**src/rtl/servo_angle_ramp_pwm_defines.svh**
```systemverilog
// Assertion macros used by the servo ramp controller sequencer.
`ifndef SERVO_ANGLE_RAMP_PWM_DEFINES_SVH
`define SERVO_ANGLE_RAMP_PWM_DEFINES_SVH

// Same-cycle implication, disabled while reset is high.
`define SARP_ASSERT_IMPL(lbl, clk, rst, ante, cons, msg) \
  lbl: assert property (@(posedge clk) disable iff (rst) (ante) |-> (cons)) \
    else $error(msg);

// Next-cycle implication, disabled while reset is high.
`define SARP_ASSERT_NEXT(lbl, clk, rst, ante, cons, msg) \
  lbl: assert property (@(posedge clk) disable iff (rst) (ante) |=> (cons)) \
    else $error(msg);

`endif

```
**src/rtl/sarp_pkg.sv**
```systemverilog
// Types, constants and helpers shared by the servo ramp controller.
package sarp_pkg;

  localparam int NUM_SERVOS_DEF = 4;

  localparam logic [7:0]  ANGLE_MAX  = 8'd180;
  localparam logic [7:0]  HOME_ANGLE = 8'd90;
  localparam logic [13:0] DUTY_MAX   = 14'd16383;

  // Reciprocals for the two constant divisions (x / 180 and x / 20000).
  localparam logic [23:0] RECIP_180    = 24'd11930465;
  localparam int          SHIFT_180    = 31;
  localparam logic [30:0] RECIP_PERIOD = 31'd1759218605;
  localparam int          SHIFT_PERIOD = 45;

  localparam logic [14:0] MIN_PULSE_RST = 15'd500;
  localparam logic [14:0] MAX_PULSE_RST = 15'd2500;
  localparam logic [7:0]  STEP_RST      = 8'd1;

  // Register indexes
  localparam logic [1:0] CFG_MIN_PULSE = 2'd0;
  localparam logic [1:0] CFG_MAX_PULSE = 2'd1;
  localparam logic [1:0] CFG_STEP      = 2'd2;

  // Input modes
  localparam logic [1:0] MODE_RAMP = 2'd0;
  localparam logic [1:0] MODE_SET  = 2'd1;
  localparam logic [1:0] MODE_TICK = 2'd2;
  localparam logic [1:0] MODE_NONE = 2'd3;

  typedef struct packed {
    logic [14:0] min_pulse;
    logic [14:0] max_pulse;
    logic [7:0]  step;
  } cfg_t;

  typedef struct packed {
    logic       valid;
    logic [7:0] angle;
  } duty_req_t;

  typedef struct packed {
    logic        valid;
    logic [13:0] duty;
  } duty_rsp_t;

  typedef struct packed {
    logic [2:0]  servo;
    logic [7:0]  angle;
    logic [13:0] duty;
    logic        duty_update;
    logic        status;
    logic        last;
  } result_t;

  // Angle a servo holds after reset.
  function automatic logic [7:0] home_angle(input logic [2:0] idx);
    return (idx < 3'd2) ? HOME_ANGLE : 8'd0;
  endfunction

endpackage

```
**src/rtl/sarp_duty.sv**
```systemverilog
// Four-stage pipeline that maps an angle to a 14-bit PWM duty.
module sarp_duty (
  input  logic                clk,
  input  logic                rst,
  input  sarp_pkg::cfg_t      cfg,
  input  sarp_pkg::duty_req_t req,
  output sarp_pkg::duty_rsp_t rsp
);

  logic        v1, v2, v3, v4;
  logic [14:0] span;
  logic [22:0] prod1;
  logic [14:0] min1, min2;
  logic [46:0] quot_full;
  logic [14:0] q2;
  logic [15:0] pulse;
  logic [29:0] p3;
  logic [60:0] duty_full;
  logic [15:0] duty_raw;
  logic [13:0] duty4;

  // Span counts as zero when max is below min.
  assign span = (cfg.max_pulse >= cfg.min_pulse) ? (cfg.max_pulse - cfg.min_pulse) : '0;

  assign quot_full = 47'(prod1) * 47'(sarp_pkg::RECIP_180);
  assign pulse     = 16'(min2) + 16'(q2);
  assign duty_full = 61'(p3) * 61'(sarp_pkg::RECIP_PERIOD);
  assign duty_raw  = duty_full[sarp_pkg::SHIFT_PERIOD + 15 : sarp_pkg::SHIFT_PERIOD];

  always_ff @(posedge clk) begin
    if (rst) begin
      v1 <= 1'b0;
      v2 <= 1'b0;
      v3 <= 1'b0;
      v4 <= 1'b0;
    end else begin
      v1 <= req.valid;
      v2 <= v1;
      v3 <= v2;
      v4 <= v3;
    end
  end

  always_ff @(posedge clk) begin
    prod1 <= 23'(span) * 23'(req.angle);
    min1  <= cfg.min_pulse;
    q2    <= quot_full[sarp_pkg::SHIFT_180 + 14 : sarp_pkg::SHIFT_180];
    min2  <= min1;
    p3    <= 30'(pulse) * 30'(sarp_pkg::DUTY_MAX);
    // saturate pulses beyond the period
    duty4 <= (duty_raw > 16'(sarp_pkg::DUTY_MAX)) ? sarp_pkg::DUTY_MAX : duty_raw[13:0];
  end

  assign rsp = '{valid: v4, duty: duty4};

endmodule

```
**src/rtl/sarp_ctl.sv**
```systemverilog
// Sequencer around the per-servo angle memory, with pending and output result registers.
`include "servo_angle_ramp_pwm_defines.svh"

module sarp_ctl #(
  parameter int NUM_SERVOS = sarp_pkg::NUM_SERVOS_DEF
) (
  input  logic                clk,
  input  logic                rst,
  input  sarp_pkg::cfg_t      cfg,
  input  logic                in_valid,
  output logic                in_ready,
  input  logic [1:0]          in_mode,
  input  logic [2:0]          in_id,
  input  logic [7:0]          in_angle,
  output sarp_pkg::duty_req_t dreq,
  input  sarp_pkg::duty_rsp_t drsp,
  output logic                out_valid,
  input  logic                out_ready,
  output sarp_pkg::result_t   out_res
);

  localparam int ADDR_W = (NUM_SERVOS > 1) ? $clog2(NUM_SERVOS) : 1;
  localparam logic [ADDR_W-1:0] LAST_ADDR = ADDR_W'(NUM_SERVOS - 1);
  localparam logic [3:0] NUM_ID = 4'(NUM_SERVOS);

  typedef enum logic [2:0] {
    ST_IDLE, ST_READ, ST_EVAL, ST_DUTY, ST_COMMIT, ST_FLUSH
  } state_t;

  state_t              state;
  logic [1:0]          mode_q;
  logic [7:0]          ang_q;
  logic [ADDR_W-1:0]   addr_q;
  sarp_pkg::result_t   fresh, pend, out_q, pend_fin;
  logic                pend_v, out_v;
  sarp_pkg::duty_req_t dreq_q;

  // state memory: {target, current} per servo
  logic [15:0] mem [NUM_SERVOS];
  logic        vld [NUM_SERVOS];
  logic [15:0] rd_q;
  logic        rvld_q;
  logic        we;
  logic [15:0] wd;

  logic [7:0] home, cur, tgt, step_eff, diff, tick_angle;
  logic       up, moving, out_free, accept, out_load, dreq_go;

  assign in_ready  = (state == ST_IDLE) && !rst;
  assign accept    = in_valid && in_ready;
  assign out_valid = out_v;
  assign out_res   = out_q;
  assign dreq      = dreq_q;
  assign out_free  = !out_v || out_ready;

  // Load the output register from commit or flush once it is free.
  assign out_load = out_free &&
                    ((state == ST_COMMIT && (mode_q != sarp_pkg::MODE_TICK || pend_v)) ||
                     (state == ST_FLUSH && pend_v));
  // Request a duty for every evaluated ramp, set or moving servo.
  assign dreq_go  = (state == ST_EVAL) && (mode_q != sarp_pkg::MODE_TICK || moving);

  always_comb begin
    pend_fin      = pend;
    pend_fin.last = 1'b1;
  end

  // Entries not yet written read as their reset angle.
  assign home       = sarp_pkg::home_angle(3'(addr_q));
  assign cur        = rvld_q ? rd_q[7:0]  : home;
  assign tgt        = rvld_q ? rd_q[15:8] : home;
  assign step_eff   = (cfg.step == 8'd0) ? 8'd1 : cfg.step;
  assign up         = (tgt > cur);
  assign diff       = up ? (tgt - cur) : (cur - tgt);
  assign moving     = (cur != tgt);
  assign tick_angle = (diff > step_eff) ? (up ? (cur + step_eff) : (cur - step_eff)) : tgt;

  always_comb begin
    we = 1'b0;
    wd = {tgt, cur};
    if (state == ST_EVAL) begin
      case (mode_q)
        sarp_pkg::MODE_RAMP: begin
          we = 1'b1;
          wd = {ang_q, cur};
        end
        sarp_pkg::MODE_SET: begin
          we = 1'b1;
          wd = {ang_q, ang_q};
        end
        sarp_pkg::MODE_TICK: begin
          we = moving;
          wd = {tgt, tick_angle};
        end
        default: begin
          we = 1'b0;
        end
      endcase
    end
  end

  // Read every cycle at the current address; the value read in the cycle an
  // entry is written is never used, so no forwarding is needed.
  always_ff @(posedge clk) begin
    rd_q   <= mem[addr_q];
    rvld_q <= vld[addr_q];
    if (we) begin
      mem[addr_q] <= wd;
    end
  end

  always_ff @(posedge clk) begin
    if (rst) begin
      for (int i = 0; i < NUM_SERVOS; i++) begin
        vld[i] <= 1'b0;
      end
    end else if (we) begin
      vld[addr_q] <= 1'b1;
    end
  end

  always_ff @(posedge clk) begin
    if (rst) begin
      state        <= ST_IDLE;
      pend_v       <= 1'b0;
      out_v        <= 1'b0;
      dreq_q.valid <= 1'b0;
    end else begin
      dreq_q.valid <= dreq_go;
      if (out_load) begin
        out_v <= 1'b1;
      end else if (out_ready) begin
        out_v <= 1'b0;
      end
      case (state)
        ST_IDLE: begin
          if (accept) begin
            mode_q <= in_mode;
            ang_q  <= (in_angle > sarp_pkg::ANGLE_MAX) ? sarp_pkg::ANGLE_MAX : in_angle;
            addr_q <= (in_mode == sarp_pkg::MODE_TICK) ? '0 : in_id[ADDR_W-1:0];
            if (in_mode == sarp_pkg::MODE_NONE) begin
              state <= ST_IDLE;
            end else if (in_mode == sarp_pkg::MODE_TICK) begin
              state <= ST_READ;
            end else if ({1'b0, in_id} >= NUM_ID) begin
              fresh <= '{servo: in_id, angle: 8'd0, duty: 14'd0,
                         duty_update: 1'b0, status: 1'b1, last: 1'b1};
              state <= ST_COMMIT;
            end else begin
              state <= ST_READ;
            end
          end
        end
        ST_READ: begin
          state <= ST_EVAL;
        end
        ST_EVAL: begin
          fresh.servo  <= 3'(addr_q);
          fresh.status <= 1'b0;
          case (mode_q)
            sarp_pkg::MODE_RAMP: begin
              fresh.angle       <= cur;
              fresh.duty_update <= 1'b0;
              fresh.last        <= 1'b1;
              dreq_q.angle      <= cur;
              state             <= ST_DUTY;
            end
            sarp_pkg::MODE_SET: begin
              fresh.angle       <= ang_q;
              fresh.duty_update <= 1'b1;
              fresh.last        <= 1'b1;
              dreq_q.angle      <= ang_q;
              state             <= ST_DUTY;
            end
            default: begin
              if (moving) begin
                fresh.angle       <= tick_angle;
                fresh.duty_update <= 1'b1;
                fresh.last        <= 1'b0;
                dreq_q.angle      <= tick_angle;
                state             <= ST_DUTY;
              end else if (addr_q == LAST_ADDR) begin
                state <= ST_FLUSH;
              end else begin
                addr_q <= addr_q + 1'b1;
                state  <= ST_READ;
              end
            end
          endcase
        end
        ST_DUTY: begin
          if (drsp.valid) begin
            fresh.duty <= drsp.duty;
            state      <= ST_COMMIT;
          end
        end
        ST_COMMIT: begin
          if (mode_q != sarp_pkg::MODE_TICK) begin
            if (out_free) begin
              out_q <= fresh;
              state <= ST_IDLE;
            end
          end else if (!pend_v || out_free) begin
            // hold one tick result back until the next mover or the end decides last
            if (pend_v) begin
              out_q <= pend;
            end
            pend   <= fresh;
            pend_v <= 1'b1;
            if (addr_q == LAST_ADDR) begin
              state <= ST_FLUSH;
            end else begin
              addr_q <= addr_q + 1'b1;
              state  <= ST_READ;
            end
          end
        end
        ST_FLUSH: begin
          if (!pend_v) begin
            state <= ST_IDLE;
          end else if (out_free) begin
            out_q  <= pend_fin;
            pend_v <= 1'b0;
            state  <= ST_IDLE;
          end
        end
        default: begin
          state <= ST_IDLE;
        end
      endcase
    end
  end

  `SARP_ASSERT_IMPL(a_rsp_in_duty, clk, rst, drsp.valid, state == ST_DUTY, "stray duty")
  `SARP_ASSERT_IMPL(a_pend_tick, clk, rst, pend_v, mode_q == sarp_pkg::MODE_TICK, "stray pend")
  `SARP_ASSERT_IMPL(a_nonlast_busy, clk, rst, out_v && !out_q.last, state != ST_IDLE, "idle early")
  `SARP_ASSERT_IMPL(a_err_fields, clk, rst, out_v && out_q.status, out_q.duty == 14'd0 && !out_q.duty_update, "bad error")
  `SARP_ASSERT_NEXT(a_req_wait, clk, rst, dreq_q.valid, state == ST_DUTY, "request without wait")

endmodule

```
**src/rtl/servo_angle_ramp_pwm.sv**
```systemverilog
// Top level of the multi-servo angle controller with slew limiting and PWM duty output.
//
//  channel   dir  handshake            payload
//  s_*       in   s_tvalid/s_tready    tdata: servo_id, target_angle; tuser: mode
//  m_*       out  m_tvalid/m_tready    tdata: out_servo, out_angle, duty;
//                                      tuser: duty_update, status; tlast: last
//  cfg_*     in   cfg_we               cfg_index selects register, cfg_data value
//
// Sequence: a ramp target or set reads, evaluates/writes, waits on the 4-stage duty
// pipeline and commits; the next request is accepted only once back in idle.
// Bad id: goes straight to commit. Tick: read and evaluate per resting servo, plus
// duty wait and commit per mover, then flush and back to idle.
// Reset: state reads as the home angle until first written (per-entry valid flags),
// no clearing pass; s_tready is low in reset. Stalls: hold in commit or flush.
module servo_angle_ramp_pwm #(
  parameter int NUM_SERVOS = sarp_pkg::NUM_SERVOS_DEF
) (
  input  logic        clk,
  input  logic        rst,
  input  logic        s_tvalid,
  output logic        s_tready,
  input  logic [15:0] s_tdata,   // [2:0] servo_id, [10:3] target_angle, [15:11] zero
  input  logic [1:0]  s_tuser,   // [1:0] mode
  output logic        m_tvalid,
  input  logic        m_tready,
  output logic [31:0] m_tdata,   // [2:0] out_servo, [10:3] out_angle, [24:11] duty,
                                 // [31:25] zero
  output logic [1:0]  m_tuser,   // [0] duty_update, [1] status
  output logic        m_tlast,
  input  logic        cfg_we,
  input  logic [1:0]  cfg_index,
  input  logic [14:0] cfg_data
);

  sarp_pkg::cfg_t      cfg;
  sarp_pkg::duty_req_t dreq;
  sarp_pkg::duty_rsp_t drsp;
  sarp_pkg::result_t   res;

  // Configuration registers; write them only while the block is idle.
  always_ff @(posedge clk) begin
    if (rst) begin
      cfg.min_pulse <= sarp_pkg::MIN_PULSE_RST;
      cfg.max_pulse <= sarp_pkg::MAX_PULSE_RST;
      cfg.step      <= sarp_pkg::STEP_RST;
    end else if (cfg_we) begin
      case (cfg_index)
        sarp_pkg::CFG_MIN_PULSE: cfg.min_pulse <= cfg_data;
        sarp_pkg::CFG_MAX_PULSE: cfg.max_pulse <= cfg_data;
        sarp_pkg::CFG_STEP:      cfg.step      <= cfg_data[7:0];
        default: begin
          // unmapped index: drop the write
        end
      endcase
    end
  end

  // Sequencer and angle memory
  sarp_ctl #(
    .NUM_SERVOS(NUM_SERVOS)
  ) u_ctl (
    .clk      (clk),
    .rst      (rst),
    .cfg      (cfg),
    .in_valid (s_tvalid),
    .in_ready (s_tready),
    .in_mode  (s_tuser),
    .in_id    (s_tdata[2:0]),
    .in_angle (s_tdata[10:3]),
    .dreq     (dreq),
    .drsp     (drsp),
    .out_valid(m_tvalid),
    .out_ready(m_tready),
    .out_res  (res)
  );

  // Angle to duty arithmetic
  sarp_duty u_duty (
    .clk(clk),
    .rst(rst),
    .cfg(cfg),
    .req(dreq),
    .rsp(drsp)
  );

  // Pack the result transaction onto the master side.
  assign m_tdata = {7'd0, res.duty, res.angle, res.servo};
  assign m_tuser = {res.status, res.duty_update};
  assign m_tlast = res.last;

endmodule
```
**config.mk**
```make
export PLATFORM = sky130hd
export DESIGN_NAME = servo_angle_ramp_pwm
export DESIGN_NICKNAME = d
export VERILOG_FILES = /design/src/rtl/sarp_pkg.sv /design/src/rtl/sarp_duty.sv /design/src/rtl/sarp_ctl.sv /design/src/rtl/servo_angle_ramp_pwm.sv
export VERILOG_INCLUDE_DIRS = /design/src /design/src/rtl
export SDC_FILE = /design/constraint.sdc
export NUM_CORES = 2
export LEC_CHECK = 0
export ABC_AREA = 1
export BUFFER_PORTS_ARGS = -buffer_cell sky130_fd_sc_hd__buf_2
export CAP_MARGIN = 20
export CORE_UTILIZATION = 40
export DETAILED_ROUTE_END_ITERATION = 10
export HOLD_SLACK_MARGIN = 0.02
export MAX_ROUTING_LAYER = met4
export PLACE_DENSITY = 0.66
export SLEW_MARGIN = 25
export SYNTH_ARGS = -nofsm -noshare
export SYNTH_HDL_FRONTEND = slang
export SYNTH_SLANG_ARGS = --single-unit
```
**constraint.sdc**
```tcl
create_clock -name clk -period 8.8 [get_ports clk]
set_input_delay 1.32 -clock clk [delete_from_list [all_inputs] [get_ports clk]]
set_output_delay 1.32 -clock clk [all_outputs]
set_load 0.01 [all_outputs]
```
==> flow_metrics.env <==
export IMPL_status="complete, no violations"
export IMPL_async_reset_ff_share_pct=0
export IMPL_ant_nets=0
export IMPL_grt_start_max_net_pins=43
export IMPL_crit_type="register to register"
export IMPL_slew_viol_final=0
export IMPL_clock_latency_ns=0.58
export IMPL_cts_sinks=349
export IMPL_fin_skew_ns=0.0306
export IMPL_pin_count=77
export IMPL_hold_buffers=0
export IMPL_coreArea_mm2=0.120
export IMPL_synth_enable_flop_cells=172
export IMPL_min_period_ns=7.60
export IMPL_setup_tns_ns=0
export IMPL_yosysWarnings=0
export IMPL_multi_input_area_mm2=0.0341
export IMPL_antenna_found_initial=5
export IMPL_cts_htree_levels=2
export IMPL_seq_area_mm2=0.00871
export IMPL_finalHoldViolations=0
export IMPL_clk_pin_slew_ns=0.06
export IMPL_hold_class="register to register"
export IMPL_post_dp_hpwl_mm=112
export IMPL_die_w_um=350
export IMPL_layout_nets=6982
export IMPL_rsz0062_at_grt="no"
export IMPL_netlist_area_leader_share_pct=31.0
export IMPL_critPathArrivalTime_ns=8.09
export IMPL_grt_overflow_total=0
export IMPL_cp_buffers_inverters=5
export IMPL_firstDrtPassIters=5
export IMPL_grt_total_usage_pct=21.8
export IMPL_netlist_area_mm2=0.0485
export IMPL_yosys_area_top_type="fa_1"
export IMPL_worst_r2r_path_depth=25
export IMPL_synth_cell_types=53
export IMPL_syn2layout_area_growth_pct=7.47
export IMPL_syn_mean_instance_area_um2=8.99
export IMPL_wire_per_inst_um=17.8
export IMPL_crit_path_max_fanout=4
export IMPL_die_y_um=350
export IMPL_crit_top_cell="fa_1"
export IMPL_cp_num_cells=25
export IMPL_grt_pass1_wl_mm=202
export IMPL_critPathCaptureType="register"
export IMPL_ys_ff_latch=349
export IMPL_timing_slew_headroom_pct=38.7
export IMPL_ctsLongestPathBuffers=3
export IMPL_synth_cells=5396
export IMPL_viasPerCell=4.91
export IMPL_hold_start="u_duty.min1[7]$_DFF_P_"
export IMPL_drv_cap=0
export IMPL_tritoncts="built"
export IMPL_drt_first_iter_violations=2299
export IMPL_rows=127
export IMPL_drive_gt1_share_pct=3.80
export IMPL_numCtsBuffers=40
export IMPL_drc=0
export IMPL_dieArea_mm2=0.123
export IMPL_cts_setup_buffers=0
export IMPL_fill_cells=11900
export IMPL_fin_crit_sh_pct=86.4
export IMPL_startpoint="u_duty.q2[0]$_DFF_P_"
export IMPL_worstPathRequired_ns=9.29
export IMPL_tightest_slew_ns=0.918
export IMPL_wirelength_mm=126
export IMPL_ys_seq_area_share_pct=18.0
export IMPL_cts_root_buf="clkbuf_16"
export IMPL_clock_fmax_mhz=132
export IMPL_finalSetupViolCount=0
export IMPL_io_buffer_count=64
export IMPL_vias=34900
export IMPL_grt_pass1_vias=36800
export IMPL_synthFlopType="dfxtp_1"
export IMPL_cpPeakStageDelay_ns=0.64
export IMPL_r2r_start="u_duty.q2[0]$_DFF_P_"
export IMPL_cpLargestDelayFamily="adder cells"
export IMPL_min_path_cells=0
export IMPL_gp_congestion=0.990
export IMPL_crit_path_start_kind="register"
export IMPL_cts_resized=0
export IMPL_synth_area_leaders="fa_1 31%, ha_1 19%, inv_1 11%"
export IMPL_start_util_pct=40.4
export IMPL_slowest_stage="o21ai_0"
==> cells in the mapped netlist (12+ instances only) <==
master,count
o211ai_1,14
a31oi_1,12
xnor2_1,39
nand4_1,36
clkbuf_1,29
nand2_1,662
fa_1,750
inv_1,1458
a21oi_1,258
xor2_1,73
nor3_1,41
nand3_1,119
a21o_1,14
dfxtp_1,177
o21ai_0,218
edfxtp_1,172
o22ai_1,18
ha_1,722
nor2_1,419
o21bai_1,12
nor4_1,14
mux2_2,27
==> worst paths after layout <==
check / slack (ns) / end
worst min register to register: 0.32 / u_duty.min2[7]$_DFF_P_
worst min-delay path: 0.32 / u_duty.min2[7]$_DFF_P_
worst max-delay path: 1.20 / u_duty.p3[28]$_DFF_P_
worst max register to register: 1.20 / u_duty.p3[28]$_DFF_P_
==> layout make-up <==
cell class	count	share of cell area, %
repair buffers	80	0.845
diodes	3	0.0144
multi-input cells	3534	65.4
clock inverters	21	0.571
clock buffers	51	2.08
well taps	1612	3.87
inverters	1465	10.5
flip-flops and latches	349	16.7
==> sequential cells by signal, summed over array words and instances (netlist names), 2 cells and up <==
name and cells:
u_ctl.mem 64, cfg 38, u_duty.p3 30, u_ctl.fresh 28
u_ctl.out_res 28, u_ctl.pend 28, u_duty.prod1 23, u_ctl.rd_q 16
u_duty.min1 15, u_duty.min2 15, u_duty.q2 15, u_duty.duty4 14
u_ctl.dreq 9, u_ctl.ang_q 8, u_ctl.vld 4, u_ctl.state 3
u_ctl.addr_q 2, u_ctl.mode_q 2
==> cell families after synthesis <==
logic type	share of synthesized area, %
buffers and inverters	11.9
adder cells (fa/ha/maj)	49.6
AND/OR/NAND/NOR	11.3
AO/OA/AOI/OAI	6.56
flip-flops	18.0
XOR/XNOR	2.02
multiplexers	0.671
other	0.00773
==> metrics by stage <==
step                setup slack (ns)  util (%)  area [um2]  hold WS [ns]  std cells
finish                          1.20      43.4       52100         0.322       7115
global route                   0.760      43.4       52100         0.331       7115
floorplan                       2.13         -       48500         0.310       5402
CTS                             1.19      43.4       52100         0.317       7112
global placement                1.23      42.2       50700         0.313       7040
detailed placement              1.20      42.2       50700         0.312       7040
==> cell usage in the layout (no fill, tap or decap), drive strengths merged, types with 6 or more instances in the layout <==
cell    Yosys  layout
a21boi      8       8
a21o       14      14
a21oi     260     260
a31oi      12      12
buf        25      80
clkbuf     29      51
clkinv      2      13
conb        1       7
dfxtp     177     177
edfxtp    172     172
fa        750     750
ha        722     722
inv      1463    1465
mux2       28      28
nand2     673     673
nand3     121     121
nand3b     10      10
nand4      36      36
nor2      424     424
nor3       43      43
nor4       14      14
o211ai     14      14
o21ai     219     219
o21bai     12      12
o22ai      18      18
o31ai       7       7
or2         6       6
xnor2      39      39
xor2       73      73
==> layer usage <==
metal  wire length (um)  GRT usage, %  vias up
li1                   -             -    16800
met1              56700          29.0    17100
met4               3350          5.40        0
met3               6610          2.49      162
met2              59800          35.5      853
met5                  0             -        -
Power is not shown: default switching activity piles up to over one toggle a cycle in this logic, so the estimate is an artifact.
